## src/rtl/l3kh_pkg.sv

```systemverilog
// Shared types, constants and mixing functions for the lookup3 key hash.
package l3kh_pkg;

    localparam int WORD_W = 32;
    localparam int LEN_W  = 16;

    localparam logic [WORD_W-1:0] START_CONST = 32'hdeadbeef;
    localparam logic [WORD_W-1:0] MASK_ONE    = 32'h000000ff;
    localparam logic [WORD_W-1:0] MASK_TWO    = 32'h0000ffff;
    localparam logic [WORD_W-1:0] MASK_THREE  = 32'h00ffffff;

    localparam int BLOCK_WORDS = 3;
    localparam logic [1:0] WIB_LAST = 2'd2;

    localparam int Q_DEPTH = 4;
    localparam int Q_PTR_W = $clog2(Q_DEPTH);
    localparam int Q_CNT_W = $clog2(Q_DEPTH + 1);

    typedef logic [WORD_W-1:0] t_word;

    typedef struct packed {
        t_word a;
        t_word b;
        t_word c;
    } t_abc;

    typedef struct packed {
        logic [BLOCK_WORDS-1:0][WORD_W-1:0] key;
        t_word seed;
        logic  first;
        logic  fin;
        logic  zero;
        logic  err;
    } t_blk;

    typedef struct packed {
        t_abc abc;
        logic zero;
        logic err;
    } t_fin;

    function automatic t_word rotl(input t_word x, input int unsigned k);
        return (x << k) | (x >> (WORD_W - k));
    endfunction

    function automatic t_word tail_mask(input logic [1:0] n);
        t_word m;
        unique case (n)
            2'd0: m = '0;
            2'd1: m = MASK_ONE;
            2'd2: m = MASK_TWO;
            2'd3: m = MASK_THREE;
        endcase
        return m;
    endfunction

    function automatic t_abc mix_12(input t_abc s);
        t_abc r;
        r = s;
        r.a = (r.a - r.c) ^ rotl(r.c, 4);
        r.c = r.c + r.b;
        r.b = (r.b - r.a) ^ rotl(r.a, 6);
        r.a = r.a + r.c;
        return r;
    endfunction

    function automatic t_abc mix_34(input t_abc s);
        t_abc r;
        r = s;
        r.c = (r.c - r.b) ^ rotl(r.b, 8);
        r.b = r.b + r.a;
        r.a = (r.a - r.c) ^ rotl(r.c, 16);
        r.c = r.c + r.b;
        return r;
    endfunction

    function automatic t_abc mix_56(input t_abc s);
        t_abc r;
        r = s;
        r.b = (r.b - r.a) ^ rotl(r.a, 19);
        r.a = r.a + r.c;
        r.c = (r.c - r.b) ^ rotl(r.b, 4);
        r.b = r.b + r.a;
        return r;
    endfunction

    function automatic t_abc fin_12(input t_abc s);
        t_abc r;
        r = s;
        r.c = (r.c ^ r.b) - rotl(r.b, 14);
        r.a = (r.a ^ r.c) - rotl(r.c, 11);
        return r;
    endfunction

    function automatic t_abc fin_34(input t_abc s);
        t_abc r;
        r = s;
        r.b = (r.b ^ r.a) - rotl(r.a, 25);
        r.c = (r.c ^ r.b) - rotl(r.b, 16);
        return r;
    endfunction

    function automatic t_abc fin_56(input t_abc s);
        t_abc r;
        r = s;
        r.a = (r.a ^ r.c) - rotl(r.c, 4);
        r.b = (r.b ^ r.a) - rotl(r.a, 14);
        return r;
    endfunction

    function automatic t_word fin_7(input t_abc s);
        return (s.c ^ s.b) - rotl(s.b, 24);
    endfunction

endpackage

```

## src/rtl/l3kh_if.sv

```systemverilog
// Valid/ready stream interfaces for key words and hash results.
interface l3kh_in_if;
    logic                        valid;
    logic                        ready;
    logic [l3kh_pkg::WORD_W-1:0] data_word;
    logic [l3kh_pkg::LEN_W-1:0]  key_length;
    logic                        last_word;

    modport source(output valid, output data_word, output key_length, output last_word,
                   input ready);
    modport sink(input valid, input data_word, input key_length, input last_word,
                 output ready);
endinterface

interface l3kh_out_if;
    logic                        valid;
    logic                        ready;
    logic [l3kh_pkg::WORD_W-1:0] hash_value;
    logic                        length_error;

    modport source(output valid, output hash_value, output length_error, input ready);
    modport sink(input valid, input hash_value, input length_error, output ready);
endinterface

```

## src/rtl/l3kh_front.sv

```systemverilog
// Front end: takes key words, masks tails, packs 12-byte blocks and checks length.
module l3kh_front #(
    parameter int LENGTH_BITS = 16
) (
    input  logic              i_clk,
    input  logic              i_rst_n,
    input  logic              i_cfg_we,
    input  l3kh_pkg::t_word   i_cfg_wdata,
    l3kh_in_if.sink           i_in,
    input  logic              i_q_ready,
    output logic              o_push,
    output l3kh_pkg::t_blk    o_blk
);

    localparam int BW = LENGTH_BITS + 1;
    localparam logic [BW-1:0] BT_MAX = {BW{1'b1}};
    localparam logic [BW-1:0] BT_STEP = BW'(4);
    localparam logic [BW-1:0] BT_RND = BW'(3);

    l3kh_pkg::t_word                                        r_init;
    logic                                                   r_started;
    logic                                                   r_first;
    logic [1:0]                                             r_wib;
    logic [BW-1:0]                                          r_bt;
    logic [LENGTH_BITS-1:0]                                 r_held;
    l3kh_pkg::t_word                                        r_seed;
    logic [l3kh_pkg::BLOCK_WORDS-1:0][l3kh_pkg::WORD_W-1:0] r_key;

    logic                                                   w_accept;
    logic [LENGTH_BITS+l3kh_pkg::LEN_W-1:0]                 w_len_ext;
    logic [LENGTH_BITS-1:0]                                 w_held;
    logic [BW-1:0]                                          w_held_x;
    l3kh_pkg::t_word                                        w_seed;
    logic [BW:0]                                            w_sum;
    logic [BW-1:0]                                          w_bt_next;
    logic                                                   w_add;
    logic                                                   w_full;
    l3kh_pkg::t_word                                        w_val;
    logic [l3kh_pkg::BLOCK_WORDS-1:0][l3kh_pkg::WORD_W-1:0] w_key;
    logic                                                   w_mix;
    logic [BW-1:0]                                          w_up;
    logic [BW-1:0]                                          w_expect;
    logic                                                   w_err;

    assign w_accept  = i_in.valid && i_in.ready;
    assign i_in.ready = i_q_ready;

    assign w_len_ext = {{LENGTH_BITS{1'b0}}, i_in.key_length};
    assign w_held    = r_started ? r_held : w_len_ext[LENGTH_BITS-1:0];
    assign w_held_x  = BW'(w_held);
    assign w_seed    = r_started ? r_seed
                     : l3kh_pkg::START_CONST + l3kh_pkg::WORD_W'(w_held) + r_init;

    assign w_sum     = {1'b0, r_bt} + {1'b0, BT_STEP};
    assign w_bt_next = w_sum[BW] ? BT_MAX : w_sum[BW-1:0];
    assign w_add     = r_bt < w_held_x;
    assign w_full    = w_sum <= {1'b0, w_held_x};
    assign w_val     = w_full ? i_in.data_word
                     : (i_in.data_word & l3kh_pkg::tail_mask(w_held[1:0]));

    always_comb begin
        w_key = r_key;
        if (w_add) begin
            w_key[r_wib] = w_val;
        end
    end

    assign w_mix    = (r_wib == l3kh_pkg::WIB_LAST) && (w_bt_next < w_held_x);
    assign w_up     = (w_held_x + BT_RND) & ~BT_RND;
    assign w_expect = (w_up < BT_STEP) ? BT_STEP : w_up;
    assign w_err    = w_bt_next != w_expect;

    assign o_push     = w_accept && (i_in.last_word || w_mix);
    assign o_blk.key  = w_key;
    assign o_blk.seed = w_seed;
    assign o_blk.first = r_first;
    assign o_blk.fin  = i_in.last_word;
    assign o_blk.err  = w_err;
    assign o_blk.zero = w_err || (w_held == '0);

    always_ff @(posedge i_clk) begin
        if (!i_rst_n) begin
            r_init    <= '0;
            r_started <= 1'b0;
            r_first   <= 1'b1;
            r_wib     <= '0;
            r_bt      <= '0;
            r_held    <= '0;
            r_seed    <= '0;
            r_key     <= '0;
        end else begin
            if (i_cfg_we) begin
                r_init <= i_cfg_wdata;
            end
            if (w_accept) begin
                if (i_in.last_word) begin
                    r_started <= 1'b0;
                    r_first   <= 1'b1;
                    r_wib     <= '0;
                    r_bt      <= '0;
                    r_held    <= '0;
                    r_key     <= '0;
                end else begin
                    r_started <= 1'b1;
                    r_held    <= w_held;
                    r_seed    <= w_seed;
                    r_bt      <= w_bt_next;
                    r_wib     <= (r_wib == l3kh_pkg::WIB_LAST) ? 2'd0 : r_wib + 2'd1;
                    if (w_mix) begin
                        r_key   <= '0;
                        r_first <= 1'b0;
                    end else begin
                        r_key <= w_key;
                    end
                end
            end
        end
    end

endmodule

```

## src/rtl/l3kh_queue.sv

```systemverilog
// Short block queue between the front end and the mixing unit.
module l3kh_queue (
    input  logic           i_clk,
    input  logic           i_rst_n,
    input  logic           i_push,
    input  l3kh_pkg::t_blk i_blk,
    output logic           o_ready,
    input  logic           i_pop,
    output logic           o_valid,
    output l3kh_pkg::t_blk o_blk
);

    l3kh_pkg::t_blk                   r_mem [l3kh_pkg::Q_DEPTH];
    logic [l3kh_pkg::Q_PTR_W-1:0]     r_wr;
    logic [l3kh_pkg::Q_PTR_W-1:0]     r_rd;
    logic [l3kh_pkg::Q_CNT_W-1:0]     r_cnt;

    assign o_ready = r_cnt != l3kh_pkg::Q_CNT_W'(l3kh_pkg::Q_DEPTH);
    assign o_valid = r_cnt != '0;
    assign o_blk   = r_mem[r_rd];

    always_ff @(posedge i_clk) begin
        if (i_push) begin
            r_mem[r_wr] <= i_blk;
        end
    end

    always_ff @(posedge i_clk) begin
        if (!i_rst_n) begin
            r_wr  <= '0;
            r_rd  <= '0;
            r_cnt <= '0;
        end else begin
            if (i_push) begin
                r_wr <= r_wr + l3kh_pkg::Q_PTR_W'(1);
            end
            if (i_pop) begin
                r_rd <= r_rd + l3kh_pkg::Q_PTR_W'(1);
            end
            if (i_push && !i_pop) begin
                r_cnt <= r_cnt + l3kh_pkg::Q_CNT_W'(1);
            end else if (i_pop && !i_push) begin
                r_cnt <= r_cnt - l3kh_pkg::Q_CNT_W'(1);
            end
        end
    end

endmodule

```

## src/rtl/l3kh_mix.sv

```systemverilog
// Mixing unit: adds each block into the state and runs the block mix in three steps on non-final blocks.
module l3kh_mix (
    input  logic           i_clk,
    input  logic           i_rst_n,
    input  logic           i_q_valid,
    input  l3kh_pkg::t_blk i_blk,
    output logic           o_pop,
    output logic           o_fin_valid,
    output l3kh_pkg::t_fin o_fin,
    input  logic           i_fin_ready
);

    localparam logic [1:0] P_IDLE  = 2'd0;
    localparam logic [1:0] P_TWO   = 2'd1;
    localparam logic [1:0] P_THREE = 2'd2;

    logic [1:0]     r_phase;
    logic           r_fv;
    l3kh_pkg::t_abc r_abc;
    logic           r_zero;
    logic           r_err;

    l3kh_pkg::t_abc w_base;
    l3kh_pkg::t_abc w_sum;

    assign o_pop = i_q_valid && (r_phase == P_IDLE) && (!r_fv || i_fin_ready);

    always_comb begin
        if (i_blk.first) begin
            w_base.a = i_blk.seed;
            w_base.b = i_blk.seed;
            w_base.c = i_blk.seed;
        end else begin
            w_base = r_abc;
        end
        w_sum.a = w_base.a + i_blk.key[0];
        w_sum.b = w_base.b + i_blk.key[1];
        w_sum.c = w_base.c + i_blk.key[2];
    end

    assign o_fin_valid = r_fv;
    assign o_fin.abc   = r_abc;
    assign o_fin.zero  = r_zero;
    assign o_fin.err   = r_err;

    always_ff @(posedge i_clk) begin
        if (!i_rst_n) begin
            r_phase <= P_IDLE;
            r_fv    <= 1'b0;
        end else begin
            unique case (r_phase)
                P_IDLE: begin
                    if (o_pop && !i_blk.fin) begin
                        r_phase <= P_TWO;
                    end
                end
                P_TWO:   r_phase <= P_THREE;
                P_THREE: r_phase <= P_IDLE;
                default: r_phase <= P_IDLE;
            endcase
            if (o_pop && i_blk.fin) begin
                r_fv <= 1'b1;
            end else if (i_fin_ready) begin
                r_fv <= 1'b0;
            end
        end
    end

    always_ff @(posedge i_clk) begin
        if (o_pop) begin
            r_abc <= i_blk.fin ? w_sum : l3kh_pkg::mix_12(w_sum);
            if (i_blk.fin) begin
                r_zero <= i_blk.zero;
                r_err  <= i_blk.err;
            end
        end else if (r_phase == P_TWO) begin
            r_abc <= l3kh_pkg::mix_34(r_abc);
        end else if (r_phase == P_THREE) begin
            r_abc <= l3kh_pkg::mix_56(r_abc);
        end
    end

endmodule

```

## src/rtl/l3kh_final.sv

```systemverilog
// Final step pipeline: four registered stages of the lookup3 finalization, the last being the result register.
module l3kh_final (
    input  logic           i_clk,
    input  logic           i_rst_n,
    input  logic           i_fin_valid,
    input  l3kh_pkg::t_fin i_fin,
    output logic           o_fin_ready,
    l3kh_out_if.source     o_out
);

    logic            r_v1;
    logic            r_v2;
    logic            r_v3;
    logic            r_vo;
    l3kh_pkg::t_fin  r_s1;
    l3kh_pkg::t_fin  r_s2;
    l3kh_pkg::t_fin  r_s3;
    l3kh_pkg::t_word r_hash;
    logic            r_err;

    logic w_en1;
    logic w_en2;
    logic w_en3;
    logic w_en_o;

    assign w_en_o      = !r_vo || o_out.ready;
    assign w_en3       = !r_v3 || w_en_o;
    assign w_en2       = !r_v2 || w_en3;
    assign w_en1       = !r_v1 || w_en2;
    assign o_fin_ready = w_en1;

    assign o_out.valid        = r_vo;
    assign o_out.hash_value   = r_hash;
    assign o_out.length_error = r_err;

    always_ff @(posedge i_clk) begin
        if (!i_rst_n) begin
            r_v1 <= 1'b0;
            r_v2 <= 1'b0;
            r_v3 <= 1'b0;
            r_vo <= 1'b0;
        end else begin
            if (w_en1) begin
                r_v1 <= i_fin_valid;
            end
            if (w_en2) begin
                r_v2 <= r_v1;
            end
            if (w_en3) begin
                r_v3 <= r_v2;
            end
            if (w_en_o) begin
                r_vo <= r_v3;
            end
        end
    end

    always_ff @(posedge i_clk) begin
        if (w_en1) begin
            r_s1.abc  <= l3kh_pkg::fin_12(i_fin.abc);
            r_s1.zero <= i_fin.zero;
            r_s1.err  <= i_fin.err;
        end
        if (w_en2) begin
            r_s2.abc  <= l3kh_pkg::fin_34(r_s1.abc);
            r_s2.zero <= r_s1.zero;
            r_s2.err  <= r_s1.err;
        end
        if (w_en3) begin
            r_s3.abc  <= l3kh_pkg::fin_56(r_s2.abc);
            r_s3.zero <= r_s2.zero;
            r_s3.err  <= r_s2.err;
        end
        if (w_en_o) begin
            r_hash <= r_s3.zero ? '0 : l3kh_pkg::fin_7(r_s3.abc);
            r_err  <= r_s3.err;
        end
    end

endmodule

```

## src/rtl/lookup3_key_hash_top.sv

```systemverilog
// Top level of the lookup3 little-endian key hash.
// Throughput: one key word per cycle while the block queue has room. A 12-byte
// block followed by more key bytes runs the mix steps before the next block is
// taken; a key's final block is added unmixed. The last word passes the queue,
// the mix state, stages s1 to s3 and the result register. Synchronous active-low
// reset clears all control state and the seed register to zero; no clearing pass.
module lookup3_key_hash_top #(
    parameter int LENGTH_BITS = 16
) (
    input  logic            i_clk,
    input  logic            i_rst_n,
    input  logic            i_cfg_we,
    input  l3kh_pkg::t_word i_cfg_wdata,
    l3kh_in_if.sink         i_in,
    l3kh_out_if.source      o_out
);

    logic           w_push;
    l3kh_pkg::t_blk w_push_blk;
    logic           w_q_ready;
    logic           w_q_valid;
    logic           w_pop;
    l3kh_pkg::t_blk w_head_blk;
    logic           w_fin_valid;
    l3kh_pkg::t_fin w_fin;
    logic           w_fin_ready;

    l3kh_front #(
        .LENGTH_BITS(LENGTH_BITS)
    ) u_front (
        .i_clk      (i_clk),
        .i_rst_n    (i_rst_n),
        .i_cfg_we   (i_cfg_we),
        .i_cfg_wdata(i_cfg_wdata),
        .i_in       (i_in),
        .i_q_ready  (w_q_ready),
        .o_push     (w_push),
        .o_blk      (w_push_blk)
    );

    l3kh_queue u_queue (
        .i_clk  (i_clk),
        .i_rst_n(i_rst_n),
        .i_push (w_push),
        .i_blk  (w_push_blk),
        .o_ready(w_q_ready),
        .i_pop  (w_pop),
        .o_valid(w_q_valid),
        .o_blk  (w_head_blk)
    );

    l3kh_mix u_mix (
        .i_clk      (i_clk),
        .i_rst_n    (i_rst_n),
        .i_q_valid  (w_q_valid),
        .i_blk      (w_head_blk),
        .o_pop      (w_pop),
        .o_fin_valid(w_fin_valid),
        .o_fin      (w_fin),
        .i_fin_ready(w_fin_ready)
    );

    l3kh_final u_final (
        .i_clk      (i_clk),
        .i_rst_n    (i_rst_n),
        .i_fin_valid(w_fin_valid),
        .i_fin      (w_fin),
        .o_fin_ready(w_fin_ready),
        .o_out      (o_out)
    );

endmodule

```

## src/flat_wrapper.sv

```systemverilog
// flat-port wrapper written by rule: the top's interface ports become plain ports
module lookup3_key_hash_top_flat 
#(
    parameter int LENGTH_BITS = 16
)
  (i_clk, i_rst_n, i_cfg_we, i_cfg_wdata, i_in_valid, i_in_data_word, i_in_key_length, i_in_last_word, i_in_ready, o_out_valid, o_out_hash_value, o_out_length_error, o_out_ready);
  l3kh_in_if i_in_i ();
  l3kh_out_if o_out_i ();
  input  logic i_clk;
  input  logic i_rst_n;
  input  logic i_cfg_we;
  input  l3kh_pkg::t_word i_cfg_wdata;
  input wire logic [$bits(i_in_i.valid)-1:0] i_in_valid;
  input wire logic [$bits(i_in_i.data_word)-1:0] i_in_data_word;
  input wire logic [$bits(i_in_i.key_length)-1:0] i_in_key_length;
  input wire logic [$bits(i_in_i.last_word)-1:0] i_in_last_word;
  output wire logic [$bits(i_in_i.ready)-1:0] i_in_ready;
  output wire logic [$bits(o_out_i.valid)-1:0] o_out_valid;
  output wire logic [$bits(o_out_i.hash_value)-1:0] o_out_hash_value;
  output wire logic [$bits(o_out_i.length_error)-1:0] o_out_length_error;
  input wire logic [$bits(o_out_i.ready)-1:0] o_out_ready;
  assign i_in_i.valid = i_in_valid;
  assign i_in_i.data_word = i_in_data_word;
  assign i_in_i.key_length = i_in_key_length;
  assign i_in_i.last_word = i_in_last_word;
  assign i_in_ready = i_in_i.ready;
  assign o_out_valid = o_out_i.valid;
  assign o_out_hash_value = o_out_i.hash_value;
  assign o_out_length_error = o_out_i.length_error;
  assign o_out_i.ready = o_out_ready;
  lookup3_key_hash_top #(.LENGTH_BITS(LENGTH_BITS)) u_core (.i_clk(i_clk), .i_rst_n(i_rst_n), .i_cfg_we(i_cfg_we), .i_cfg_wdata(i_cfg_wdata), .i_in(i_in_i), .o_out(o_out_i));
endmodule
```

## config.mk

```make
export PLATFORM = sky130hd
export DESIGN_NAME = lookup3_key_hash_top_flat
export DESIGN_NICKNAME = d
export VERILOG_FILES = /design/src/rtl/l3kh_pkg.sv /design/src/rtl/l3kh_if.sv /design/src/rtl/l3kh_front.sv /design/src/rtl/l3kh_queue.sv /design/src/rtl/l3kh_mix.sv /design/src/rtl/l3kh_final.sv /design/src/rtl/lookup3_key_hash_top.sv /design/src/flat_wrapper.sv
export SDC_FILE = /design/constraint.sdc
export NUM_CORES = 2
export LEC_CHECK = 0
export BUFFER_PORTS_ARGS = -buffer_cell sky130_fd_sc_hd__buf_2
export CORE_ASPECT_RATIO = 1.25
export CORE_MARGIN = 10
export CORE_UTILIZATION = 50
export CTS_BUF_LIST = sky130_fd_sc_hd__clkbuf_4 sky130_fd_sc_hd__clkbuf_8 sky130_fd_sc_hd__clkbuf_16
export DETAILED_ROUTE_END_ITERATION = 12
export PLACE_DENSITY = 0.69
export SLEW_MARGIN = 5
export SYNTH_ARGS = -nofsm -noshare
export SYNTH_HDL_FRONTEND = slang
export SYNTH_SLANG_ARGS = --single-unit
```

## constraint.sdc

```tcl
create_clock -name i_clk -period 33.5 [get_ports i_clk]
set_input_delay 3.35 -clock i_clk [delete_from_list [all_inputs] [get_ports i_clk]]
set_output_delay 3.35 -clock i_clk [all_outputs]
set_load 0.02 [all_outputs]
```

==> impl_metrics.py <==
metrics = {
    "cells_and_area": {
        "n_fill_cell": 14351,
        "final_cells": 10713,
        "drive_gt1_frac": 0.0932,
        "syn_to_final_growth_pct": 9.13,
        "final_net_count": 9286,
        "final_core_utilization": 0.548,
        "finalInstanceArea_um2": 89400,
    },
    "global_routing": {
        "grt_pass1_vias": 64345,
        "antenna_found_initial": 17,
        "grt_pass1_wl_mm": 421,
        "grt_overflow_total": 0,
        "grt_max_degree": 99,
        "grt_use_total": 0.313,
    },
    "detailed_routing": {
        "avgRoutedWirePerCell_um": 27.1,
        "viasPerCell": 6.06,
        "drtIter0Drc": 5306,
        "drc": 0,
        "first_pass_iters": 6,
        "num_vias": 64888,
        "drt_wl_total_mm": 290,
        "ant_nets": 0,
    },
    "critical_path": {
        "end_kind": "register",
        "cp.arrival_ps": 13740,
        "critPathRequiredTime_ps": 34020,
        "max_stage_delay_ps": 990,
        "crit_path_top_delay_cell": "a211oi_2",
        "critPathMaxFanout": 36,
        "cp_common_cell": "o21ai_0",
        "critPathTopFamily": "compound AO/OA/AOI/OAI gates",
        "critical_path_class": "reg -> reg",
        "critPathBufInv": 4,
        "worst_setup_path_start_kind": "register",
        "r2r_setup_slack_ps": 20280,
    },
    "hold_path": {
        "min_path_type": "reg -> reg",
    },
    "synthesis": {
        "syn-cell-area_um2": 81900,
        "ys_ff_latch": 1134,
        "yosysTopAreaCellShare": 0.338,
        "async_reset_ff_frac": 0,
        "synth_area_leaders": "edfxtp_1 34%, ha_1 12%, xnor2_1 7.0%",
        "syn_avg_cell_area_um2": 9.86,
        "seq_area_frac_synth": 0.390,
        "ys.flop_type": "edfxtp_1",
        "synthCells": 8305,
        "synth-edff-count": 921,
        "synth_cell_types": 102,
        "ys.warnings.count": 0,
        "synth_top_area_cell": "edfxtp_1",
        "syn_nets": 9170,
    },
    "clocking": {
        "clk_pin_slew_worst_paths_ps": 60,
        "cts_sinks": 1134,
        "cts_buffers": 114,
        "ctsResizeCount": 0,
        "holdBufCountCts": 0,
        "cts_tree": "built",
        "cts_setup_buffers": 0,
        "clockBufferDepth": 3,
        "htree_levels": 3,
        "ctsRootBufferMaster": "clkbuf_16",
        "clock_latency_ps": 810,
    },
    "die": {
        "start_util": 0.502,
        "rows": 166,
        "die_y_um": 473,
        "die_width_um": 382,
        "die-area_um2": 181000,
        "core_area_um2": 163000,
        "io_pins": 121,
    },
    "placement": {
        "dp_cells": 10489,
        "placed_area_um2": 85400,
        "place_congestion": 1.06,
        "io_buffer_count": 120,
        "dp_hpwl_mm": 232,
    },
    "outcome": {
        "outcome": "finished clean",
    },
    "timing": {
        "slew_headroom": 0.0448,
        "tns_ps": 0,
        "finalCritPeriodShare": 0.395,
        "drv_slew": 0,
        "clock_skew_ps": 70.8,
        "rsz0062_at_grt": "false",
        "hold_violations": 0,
        "finalSetupViolations": 0,
        "tightest_slew_ps": 1420,
        "fmax_mhz": 75.7,
        "period_minus_slack_ps": 13220,
    },
    "flow_run": {
        "max_cap_viol_count": 0,
    },
}
cell families (layout without fill, tap and decap cells):
| kind of cell | count (synthesis) | in the layout | synth area share |
|---|---|---|---|
| AOI/OAI and AO/OA | 2035 | 2035 | 0.157 |
| xor gates and xnor gates | 1001 | 1001 | 0.108 |
| adders and majority gates | 787 | 787 | 0.122 |
| buffers and inverters | 944 | 1159 | 0.0434 |
| DFF | 1134 | 1134 | 0.390 |
| muxes | 300 | 300 | 0.0583 |
| other | 0 | 9 | 0 |
| and+or+nand+nor | 2104 | 2104 | 0.122 |
layer usage:
metal,up-vias,track usage,part of all wire
met4,0,0.224,0.087
met5,-,0,0
met2,2330,0.540,0.48
met1,31670,0.357,0.37
li1,30162,-,-
met3,726,0.0403,0.056
through the flow:
step	hold WS, ps	setup slack, ps
after floorplan	400	22970
after global placement	402	20350
after detailed placement	406	20330
after CTS	416	20270
after global routing	435	19220
final	413	20280
state kept, by name, indices dropped and copies added (netlist names), 3 cells and up, named ones only:
signal and count:
u_core.u_queue.r_mem 528, u_core.u_final.r_s2 98, u_core.u_front.r_key 96, u_core.u_final.r_s1 98, u_core.u_front.r_held 16, u_core.u_mix.o_fin 96
u_core.u_final.r_s3 66, u_core.u_queue.r_cnt 3, u_core.u_final.o_out.hash_value 32, u_core.u_front.r_seed 32, u_core.u_front.r_init 32, u_core.u_front.r_bt 17
worst register-to-register path: cells and delay by family, from the launching register on:
family / cells / cell delay [ps]
AO/OA/AOI/OAI: 25 / 6270
XOR/XNOR: 1 / 290
adder cells (fa/ha/maj): 6 / 2350
buffers and inverters: 4 / 1900
flip-flops: 1 / 600
multiplexers: 2 / 840
AND/OR/NAND/NOR: 3 / 730
placed cells by master, fill, tap and decap left out, drive strengths merged, types with 28 or more instances in the layout:
master and count:
o31ai 47, o21ai 478, dfxtp 213, nor2 597
o211ai 48, a21oi 627, xor2 344, edfxtp 921
a21boi 67, o21bai 68, and3 78, a31oi 76
mux4 131, and2 63, inv 735, mux2i 63
or2 38, o21a 104, nand2b 193, or3 63
mux2 106, nand3 125, clkinv 39, a21o 157
nor2b 85, nand2 574, buf 220, nand4 28
nor3 180, a211oi 108, clkbuf 151, ha 755
xnor2 654
cell usage after synthesis, types with 17 or more instances:
master,instances
a211o_1,20
a211oi_1,105
a21boi_0,66
a21o_1,157
a21oi_1,626
a22oi_1,26
a31oi_1,74
and2_1,62
and3_1,78
buf_1,31
clkbuf_1,186
dfxtp_1,213
edfxtp_1,921
fa_1,24
ha_1,755
inv_1,724
mux2_2,106
mux2i_1,63
mux4_2,131
nand2_1,573
nand2b_1,193
nand3_1,125
nand4_1,28
nor2_1,596
nor2b_1,85
nor3_1,180
nor4_1,20
o211ai_1,47
o21a_1,104
o21ai_0,471
o21bai_1,68
o31a_1,17
o31ai_1,46
or2_2,37
or3_1,62
xnor2_1,654
xor2_1,343
path summary, 6_finish.rpt:
| check | to | from | cells past startpoint |
|---|---|---|---|
| setup / recovery | u_core.u_mix.o_fin[64] | register | 41 |
| hold / removal | u_core.u_final.r_s2[1] | u_core.u_final.r_s1[1] | 0 |
| setup reg to reg | u_core.u_mix.o_fin[64] | register | 41 |
| hold reg to reg | u_core.u_final.r_s2[1] | u_core.u_final.r_s1[1] | 0 |
final cells by class:
| type | instances | area (µm²) | area share |
|---|---|---|---|
| Multi-Input combinational cell | 6227 | 46700 | 0.522 |
| Sequential cell | 1134 | 31900 | 0.357 |
| Clock buffer | 151 | 3210 | 0.0359 |
| Tap cell | 2184 | 2730 | 0.0306 |
| Inverter | 724 | 2720 | 0.0305 |
| Timing Repair Buffer | 220 | 1360 | 0.0153 |
| Clock inverter | 64 | 737 | 0.00824 |
| Antenna cell | 9 | 22.5 | 0.000252 |
Power is not shown: default switching activity piles up to over one toggle a cycle in this logic, so the estimate is an artifact.
